**src/rtl/prq_pkg.sv**
```systemverilog
`timescale 1ns / 1ps
// ----------------------------------------------------------------------------
// prq_pkg: shared types and codes of the priority ready queue
// Widths, action and status codes, and queue level numbers.
// ----------------------------------------------------------------------------
package prq_pkg;

  localparam int MaxThreads = 16;
  localparam int IdW        = 4;
  localparam int QIdxW      = $clog2(MaxThreads);
  localparam int CntW       = $clog2(MaxThreads + 1);
  localparam int NumLevels  = 3;

  typedef logic [IdW-1:0]   id_t;
  typedef logic [QIdxW-1:0] qidx_t;
  typedef logic [CntW-1:0]  cnt_t;
  typedef logic [1:0]       lvl_t;

  localparam lvl_t LvlHigh = 2'd0;
  localparam lvl_t LvlMid  = 2'd1;
  localparam lvl_t LvlLow  = 2'd2;
  localparam lvl_t LvlBad  = 2'd3;

  typedef enum logic [2:0] {
    ActCreate   = 3'd0,
    ActYield    = 3'd1,
    ActDispatch = 3'd2,
    ActWait     = 3'd3,
    ActFinish   = 3'd4
  } action_e;

  typedef enum logic [2:0] {
    StOk        = 3'd0,
    StBadPrio   = 3'd1,
    StAlready   = 3'd2,
    StEmpty     = 3'd3,
    StWaitRefus = 3'd4,
    StNoWaiter  = 3'd5,
    StIdsOut    = 3'd6,
    StUnknown   = 3'd7
  } status_e;

endpackage

```
**src/rtl/priority_ready_queue_with_join.sv**
```systemverilog
`timescale 1ns / 1ps
// ----------------------------------------------------------------------------
// priority_ready_queue_with_join: strict-priority thread ready queue
// Three FIFO ready queues (high, medium, low) with create, yield, dispatch,
// wait and finish actions, plus a one-waiter-per-thread join table.
// ----------------------------------------------------------------------------
// One action is taken per beat and answered by exactly one result beat. The
// block accepts a new action every cycle while the output is not stalled:
// the action is held in an input register, its whole read-modify-write on
// the flag vectors, the three register FIFOs and the id counter is done
// from that register, and the answer lands in an output register.
// Throughput is one action per cycle unless the output stalls. The input
// register advances whenever the output register is empty or being drained,
// which is the only thing that can stall intake. Status codes: ok, bad
// priority, already ready, empty, wait refused, no waiter, ids exhausted,
// unknown id. out_id is the new, dispatched or released id, else zero.
// Actions 5 to 7 are no-ops that answer ok with id zero.
module priority_ready_queue_with_join (
  input  logic                clk_i,
  input  logic                rst_ni,
  input  logic                in_valid_i,
  output logic                in_ready_o,
  input  logic [2:0]          action_i,
  input  logic [1:0]          priority_level_i,
  input  prq_pkg::id_t        thread_id_i,
  input  prq_pkg::id_t        target_id_i,
  output logic                out_valid_o,
  input  logic                out_ready_i,
  output logic [2:0]          status_o,
  output prq_pkg::id_t        out_id_o
);
  import prq_pkg::*;

  // Input stage
  logic       in_valid_q;
  logic [2:0] action_q;
  lvl_t       prio_q;
  id_t        tid_q;
  id_t        tgt_q;

  // Output stage
  logic       out_valid_q;
  logic [2:0] status_q, status_d;
  id_t        out_id_q, out_id_d;

  // Scheduler state
  id_t                   queue_q [NumLevels][MaxThreads];
  qidx_t                 head_q  [NumLevels];
  cnt_t                  count_q [NumLevels];
  lvl_t                  tprio_q [MaxThreads];
  id_t                   waiter_q[MaxThreads];
  logic [MaxThreads-1:0] ready_q, blocked_q, wvalid_q;
  cnt_t                  next_id_q;

  logic advance, fire;

  // Update controls
  logic  push_en, push_ok, pop_en, pr_we, blk_set, blk_clr, wt_set, wt_clr;
  logic  id_inc;
  lvl_t  push_lvl, pop_lvl, pr_rd;
  id_t   push_id, pop_id, waiter_id, pr_rd_addr;
  qidx_t push_addr;
  logic  tid_known, tgt_known;

  // Handshake: drop the result beat when taken, advance the input stage
  // whenever the result register frees up.
  assign advance    = !out_valid_q || out_ready_i;
  assign fire       = in_valid_q && advance;
  assign in_ready_o = !in_valid_q || advance;

  assign tid_known  = CntW'(tid_q) < next_id_q;
  assign tgt_known  = CntW'(tgt_q) < next_id_q;
  assign waiter_id  = waiter_q[tgt_q];
  // Only one priority lookup per action: finish looks up the waiter,
  // yield the yielding thread.
  assign pr_rd_addr = (action_q == ActFinish) ? waiter_id : tid_q;
  assign pr_rd      = tprio_q[pr_rd_addr];
  assign pop_id     = queue_q[pop_lvl][head_q[pop_lvl]];
  assign push_ok    = push_en && (count_q[push_lvl] < CntW'(MaxThreads));
  // Slot index wraps at the queue depth (a power of two).
  assign push_addr  = QIdxW'(head_q[push_lvl] + count_q[push_lvl][QIdxW-1:0]);

  always_comb begin
    status_d = StOk;
    out_id_d = '0;
    push_en  = 1'b0;
    push_lvl = LvlHigh;
    push_id  = tid_q;
    pop_en   = 1'b0;
    pop_lvl  = LvlHigh;
    pr_we    = 1'b0;
    blk_set  = 1'b0;
    blk_clr  = 1'b0;
    wt_set   = 1'b0;
    wt_clr   = 1'b0;
    id_inc   = 1'b0;
    unique case (action_q)
      ActCreate: begin
        if (prio_q == LvlBad) begin
          status_d = StBadPrio;
        end else if (next_id_q >= CntW'(MaxThreads)) begin
          status_d = StIdsOut;
        end else begin
          id_inc   = 1'b1;
          pr_we    = 1'b1;
          push_en  = 1'b1;
          push_lvl = prio_q;
          push_id  = next_id_q[IdW-1:0];
          out_id_d = next_id_q[IdW-1:0];
        end
      end
      ActYield: begin
        if (!tid_known) begin
          status_d = StUnknown;
        end else if (ready_q[tid_q] || blocked_q[tid_q]) begin
          status_d = StAlready;
        end else begin
          push_en  = 1'b1;
          push_lvl = pr_rd;
          push_id  = tid_q;
        end
      end
      ActDispatch: begin
        // Serve strictly high first.
        priority if (count_q[LvlHigh] != '0) begin
          pop_en  = 1'b1;
          pop_lvl = LvlHigh;
        end else if (count_q[LvlMid] != '0) begin
          pop_en  = 1'b1;
          pop_lvl = LvlMid;
        end else if (count_q[LvlLow] != '0) begin
          pop_en  = 1'b1;
          pop_lvl = LvlLow;
        end else begin
          pop_en  = 1'b0;
        end
        if (pop_en) begin
          out_id_d = pop_id;
        end else begin
          status_d = StEmpty;
        end
      end
      ActWait: begin
        if (!tid_known || !tgt_known) begin
          status_d = StUnknown;
        end else if (tgt_q == tid_q || wvalid_q[tgt_q] ||
                     ready_q[tid_q] || blocked_q[tid_q]) begin
          status_d = StWaitRefus;
        end else begin
          blk_set = 1'b1;
          wt_set  = 1'b1;
        end
      end
      ActFinish: begin
        if (!tgt_known) begin
          status_d = StUnknown;
        end else if (!wvalid_q[tgt_q]) begin
          status_d = StNoWaiter;
        end else begin
          // Release the waiter and requeue it unless already queued.
          wt_clr   = 1'b1;
          blk_clr  = 1'b1;
          push_en  = !ready_q[waiter_id];
          push_lvl = pr_rd;
          push_id  = waiter_id;
          out_id_d = waiter_id;
        end
      end
      default: begin
        status_d = StOk;
      end
    endcase
  end

  // Control state
  always_ff @(posedge clk_i or negedge rst_ni) begin
    if (!rst_ni) begin
      in_valid_q  <= 1'b0;
      out_valid_q <= 1'b0;
      head_q      <= '{default: '0};
      count_q     <= '{default: '0};
      ready_q     <= '0;
      blocked_q   <= '0;
      wvalid_q    <= '0;
      next_id_q   <= '0;
    end else begin
      if (in_ready_o) begin
        in_valid_q <= in_valid_i;
      end
      if (advance) begin
        out_valid_q <= in_valid_q;
      end
      if (fire) begin
        if (id_inc) begin
          next_id_q <= next_id_q + CntW'(1);
        end
        if (push_ok) begin
          count_q[push_lvl] <= count_q[push_lvl] + CntW'(1);
          ready_q[push_id]  <= 1'b1;
        end
        if (pop_en) begin
          count_q[pop_lvl] <= count_q[pop_lvl] - CntW'(1);
          head_q[pop_lvl]  <= head_q[pop_lvl] + QIdxW'(1);
          ready_q[pop_id]  <= 1'b0;
        end
        if (blk_set) begin
          blocked_q[tid_q] <= 1'b1;
        end
        if (blk_clr) begin
          blocked_q[waiter_id] <= 1'b0;
        end
        if (wt_set) begin
          wvalid_q[tgt_q] <= 1'b1;
        end
        if (wt_clr) begin
          wvalid_q[tgt_q] <= 1'b0;
        end
      end
    end
  end

  // Payload and table storage
  always_ff @(posedge clk_i) begin
    if (in_valid_i && in_ready_o) begin
      action_q <= action_i;
      prio_q   <= priority_level_i;
      tid_q    <= thread_id_i;
      tgt_q    <= target_id_i;
    end
    if (fire) begin
      status_q <= status_d;
      out_id_q <= out_id_d;
      if (push_ok) begin
        queue_q[push_lvl][push_addr] <= push_id;
      end
      if (pr_we) begin
        tprio_q[next_id_q[IdW-1:0]] <= prio_q;
      end
      if (wt_set) begin
        waiter_q[tgt_q] <= tid_q;
      end
    end
  end

  assign out_valid_o = out_valid_q;
  assign status_o    = status_q;
  assign out_id_o    = out_id_q;

endmodule

```
**config.mk**
```make
export PLATFORM = sky130hd
export DESIGN_NAME = priority_ready_queue_with_join
export DESIGN_NICKNAME = d
export VERILOG_FILES = /design/src/rtl/prq_pkg.sv /design/src/rtl/priority_ready_queue_with_join.sv
export SDC_FILE = /design/constraint.sdc
export NUM_CORES = 1
export LEC_CHECK = 0
export BUFFER_PORTS_ARGS = -buffer_cell sky130_fd_sc_hd__buf_2
export CORE_UTILIZATION = 41
export DETAILED_ROUTE_END_ITERATION = 16
export PLACE_DENSITY_LB_ADDON = 0.1
export REMOVE_ABC_BUFFERS = 1
export SYNTH_ARGS = -nofsm -noshare
export SYNTH_HDL_FRONTEND = slang
export SYNTH_SLANG_ARGS = --single-unit
```
**constraint.sdc**
```tcl
create_clock -name clk_i -period 9.9 [get_ports clk_i]
set_input_delay 0 -clock clk_i [delete_from_list [all_inputs] [get_ports clk_i]]
set_output_delay 0 -clock clk_i [all_outputs]
set_load 0.03 [all_outputs]
```
==> run summary <==
The largest individual stage delay along the critical path comes from the cell dfxtp_1. The number of buffers on the longest clock path came out at 3. The critical path contains buffers and inverters numbering 0 combined. The fraction of registers with async set or reset after synthesis came out at 20.81%. The total of flip-flops plus latches after synthesis is 394. The worst setup path is captured at a register. The boundary pin count came out at 26.

The count of port buffers added during placement is 25. The final count of pins violating max slew is 0. The starting DRC count in detailed routing came out at 1063. The routed via count divided by cell count came out at 5.942. The mean area per synthesized cell came out at 13.00 µm². The final net count is 1442. The worst vdd rail ir drop is 0.0001698 V. For this block, the via count after detailed routing is 11990.

Of all nets on the critical path, the largest fanout is 16. The number of different library cells used by synthesis comes to 83. The total iterations of the first detailed-routing run is 5. The share of cells above drive strength 1 is 12.43%.

The effective utilization at floorplan came out at 41.92%. The library cell used most frequently in the layout, excluding fill and tap cells, is edfxtp_1. The type of the tightest min-delay check is in -> reg.

The die outline area came out at 44110 µm². The net switching fraction of the power is 34.96%. The site row count is 75.

Between clock sinks in the finished design, the worst skew comes to 0.02898 ns. The clock reaches the later pin of the worst-skew pair after 0.58 ns. The max-capacitance violation count is 0. The total instance count after detailed placement came out at 1922. The via count of the first global-routing pass was 12160. The final cell utilization of the core is 47.42%. The width of the chip is 210.0 µm. The final non-filler cell total came out at 2017. The synthesis-to-finish area growth is 13.11%. The count of flip-flops with a built-in enable after synthesis came out at 308. The highest clock rate is 0.1482 GHz. The total CTS buffers came out at 43.

The wire length per cell is 24.75 µm. Among all flip-flop cells after synthesis, the most frequent one is edfxtp_1. The number of hold violations in the final report was 0. The worst path needs 6.748 ns of the cycle, external delays included. The signal arrival time at the worst endpoint came out at 6.95 ns. Detailed placement ended at an HPWL of 31.52 mm. The internal power of the cells totals 3.240 mW. The worst slew slack as a fraction of its limit is 29.00%. For this run, the number of Yosys warnings is 0. Setup violations remaining at the end of the flow were counted as 0. The count of H-tree levels built during CTS is 2. The portion of total power attributed to sequential cells is 40.1%. Dividing the final minimum period by the clock period gives 68.17%. The chip height came out at 210.0 µm. The total negative slack is 0 ns.

The leakage power total came out at 7.027 nW. Entering global routing, the biggest net connects 80 pins. The total power draw is 4.982 mW. The worst setup path is launched from a register. Power spread over the standard cell area amounts to 248.2 nW/µm². The overall track demand over capacity in global routing is 23.01%. The number of diodes came out at 0.

The wire length reported by the detailed router is 49.92 mm. The count of unresolved DRC violations after routing is 0. The first-pass GRT wire length came out at 75.71 mm. The flow ran to the end, and the final reports show no timing, DRC or antenna violations. The reported net switching power is 1.742 mW. The number of resized instances in the post-cts repair step came out at 0.

Data on the critical path is required at its endpoint by 10.10 ns. At the pin with the least slew margin, the transition time is 1.065 ns. The largest stage delay on the critical path came out at 0.92 ns.

Broken down by cell family, the worst path's largest delay share belongs to compound AO/OA/AOI/OAI gates. Setup repair after global routing left no endpoint under its margin. In the layout the commonest cells are 308 x edfxtp_1, 130 x nor2_1, 101 x a21oi_1. The count of mapped cells out of synthesis is 1365. Counting every sink on the clock net gives 394. Post-CTS timing repair inserted 0 buffers for setup. The total congestion overflow is 0. The share of power burned in the clock network came out at 31.8%. The post-detailed-route count of antenna-violating nets came out at 0. The worst setup path is of the reg -> reg kind. Clock tree synthesis selected as its root buffer the cell clkbuf_16.

The last weighted congestion value of the routability-driven placer came out at 0.8587. The standard cell core area is 42320 µm². After synthesis, flip-flops and latches occupy 64.14% of the total area. TritonCTS built the clock tree. The number of antenna violations at the first check in global routing is 0. After clock tree synthesis, the clock-pin slew on the worst setup and hold paths is 0.06 ns. Traced cell by cell, the critical path runs through mux4_2 -> mux2i_1 -> nand2_1 -> o211a_1 -> a221o_1 -> o211ai_2 -> a31oi_1 -> a221oi_4 -> and2_1 -> o2bb2ai_2 -> ha_1 -> fa_1 -> or3b_2 -> nor3_1. Combinational logic burns 28.1% of the power. The summed instance area of the synthesized netlist came out at 17740 µm².
[cell families after synthesis]
kind of cell / after synthesis / synth area share, %
AND/OR/NAND/NOR: 407 / 10.62
buffers and inverters: 97 / 2.503
AO/OA/AOI/OAI: 342 / 13.53
XOR/XNOR: 25 / 1.319
adder cells (fa/ha/maj): 17 / 1.241
flip-flops: 394 / 64.14
multiplexers: 83 / 6.650
[state kept, by name, indices dropped and copies added (netlist names), named ones only]
signal	flops
prio_q	2
action_q	3
queue_q	192
status_o	3
out_valid_o	1
waiter_q	64
tprio_q	32
wvalid_q	16
ready_q	16
next_id_q	5
head_q	12
blocked_q	16
count_q	15
in_valid_q	1
tid_q	4
tgt_q	4
out_id_o	4
[worst paths after layout]
check	start	slack [ns]	cells past startpoint	endpoint
min reg2reg	wvalid_q[1]	0.51	1	wvalid_q[1]
max in group asynchronous	rst_ni	8.94	3	wvalid_q[10]
min in group asynchronous	rst_ni	0.26	3	head_q[8]
min	action_i[1]	0.15	2	action_q[1]
max reg2reg	register	3.15	14	queue_q[0][58]
max	register	3.15	14	queue_q[0][58]
[routing by layer]
layer,up-vias,part of all wire (%),track usage (%)
li1,5387,-,-
met3,61,5.6,2.861
met2,430,49,38.66
met4,0,2.4,8.558
met1,6108,43,30.64
met5,-,0,0
[metrics by stage]
stage | area, µm² | hold slack [ns] | setup slack (ns)
after floorplan | 17390 | -0.2956 | 4.223
after global routing | 20070 | 0.1618 | 2.594
after global placement | 18500 | -0.2038 | 3.178
after detailed placement | 18500 | -0.2004 | 3.080
final | 20070 | 0.1528 | 3.152
after CTS | 20070 | 0.1223 | 3.070
[final cells by class]
| cell class | instances | area (µm²) |
|---|---|---|
| fillers | 3827 | 22250 |
| clock inverters | 15 | 125.1 |
| multi-input cells | 874 | 5967 |
| well taps | 577 | 721.9 |
| inverters | 23 | 86.33 |
| flip-flops and latches | 394 | 11380 |
| repair buffers | 72 | 525.5 |
| clock buffers | 62 | 1262 |
[power by group through the flow]
stage	clock network, mW	registers (mW)	logic [mW]
after global routing	1.68	2.01	1.51
after detailed placement	0	2.03	1.39
after floorplan	0	1.99	0.856
after global placement	0	2.03	1.39
after CTS	1.62	2.00	1.40
final	1.58	2.00	1.40
[synth_stat cells, types with 11 or more instances]
master    count  area (µm²)
a211oi_1     16       120.1
inv_1        22       82.58
nor2_1      132       495.5
mux2i_1      44       440.4
a21oi_1     101       505.5
nand2_1      97       364.1
o221ai_1     34       297.8
edfxtp_1    308        9249
ha_1         16       200.2
xnor2_1      15       131.4
o22a_1       16       140.1
o22ai_1      18       112.6
and2_1       12       75.07
mux4_2       26       585.6
o21ai_0      36       180.2
nand2b_1     11       68.82
dfrtp_1      82        2052
clkbuf_1     41       153.9
a22oi_1      19       142.6
nand3_1      30       150.1
nor3_1       75       375.4
buf_2        16       80.08
nor2b_1      12       75.07
[repair_timing]
action / CTS / global route
hold endpoints to repair: 101 / 0
hold buffers: 18 / 0
setup endpoints to repair: 0 / 0
No activity file was read; power rests on OpenSTA's default activity.
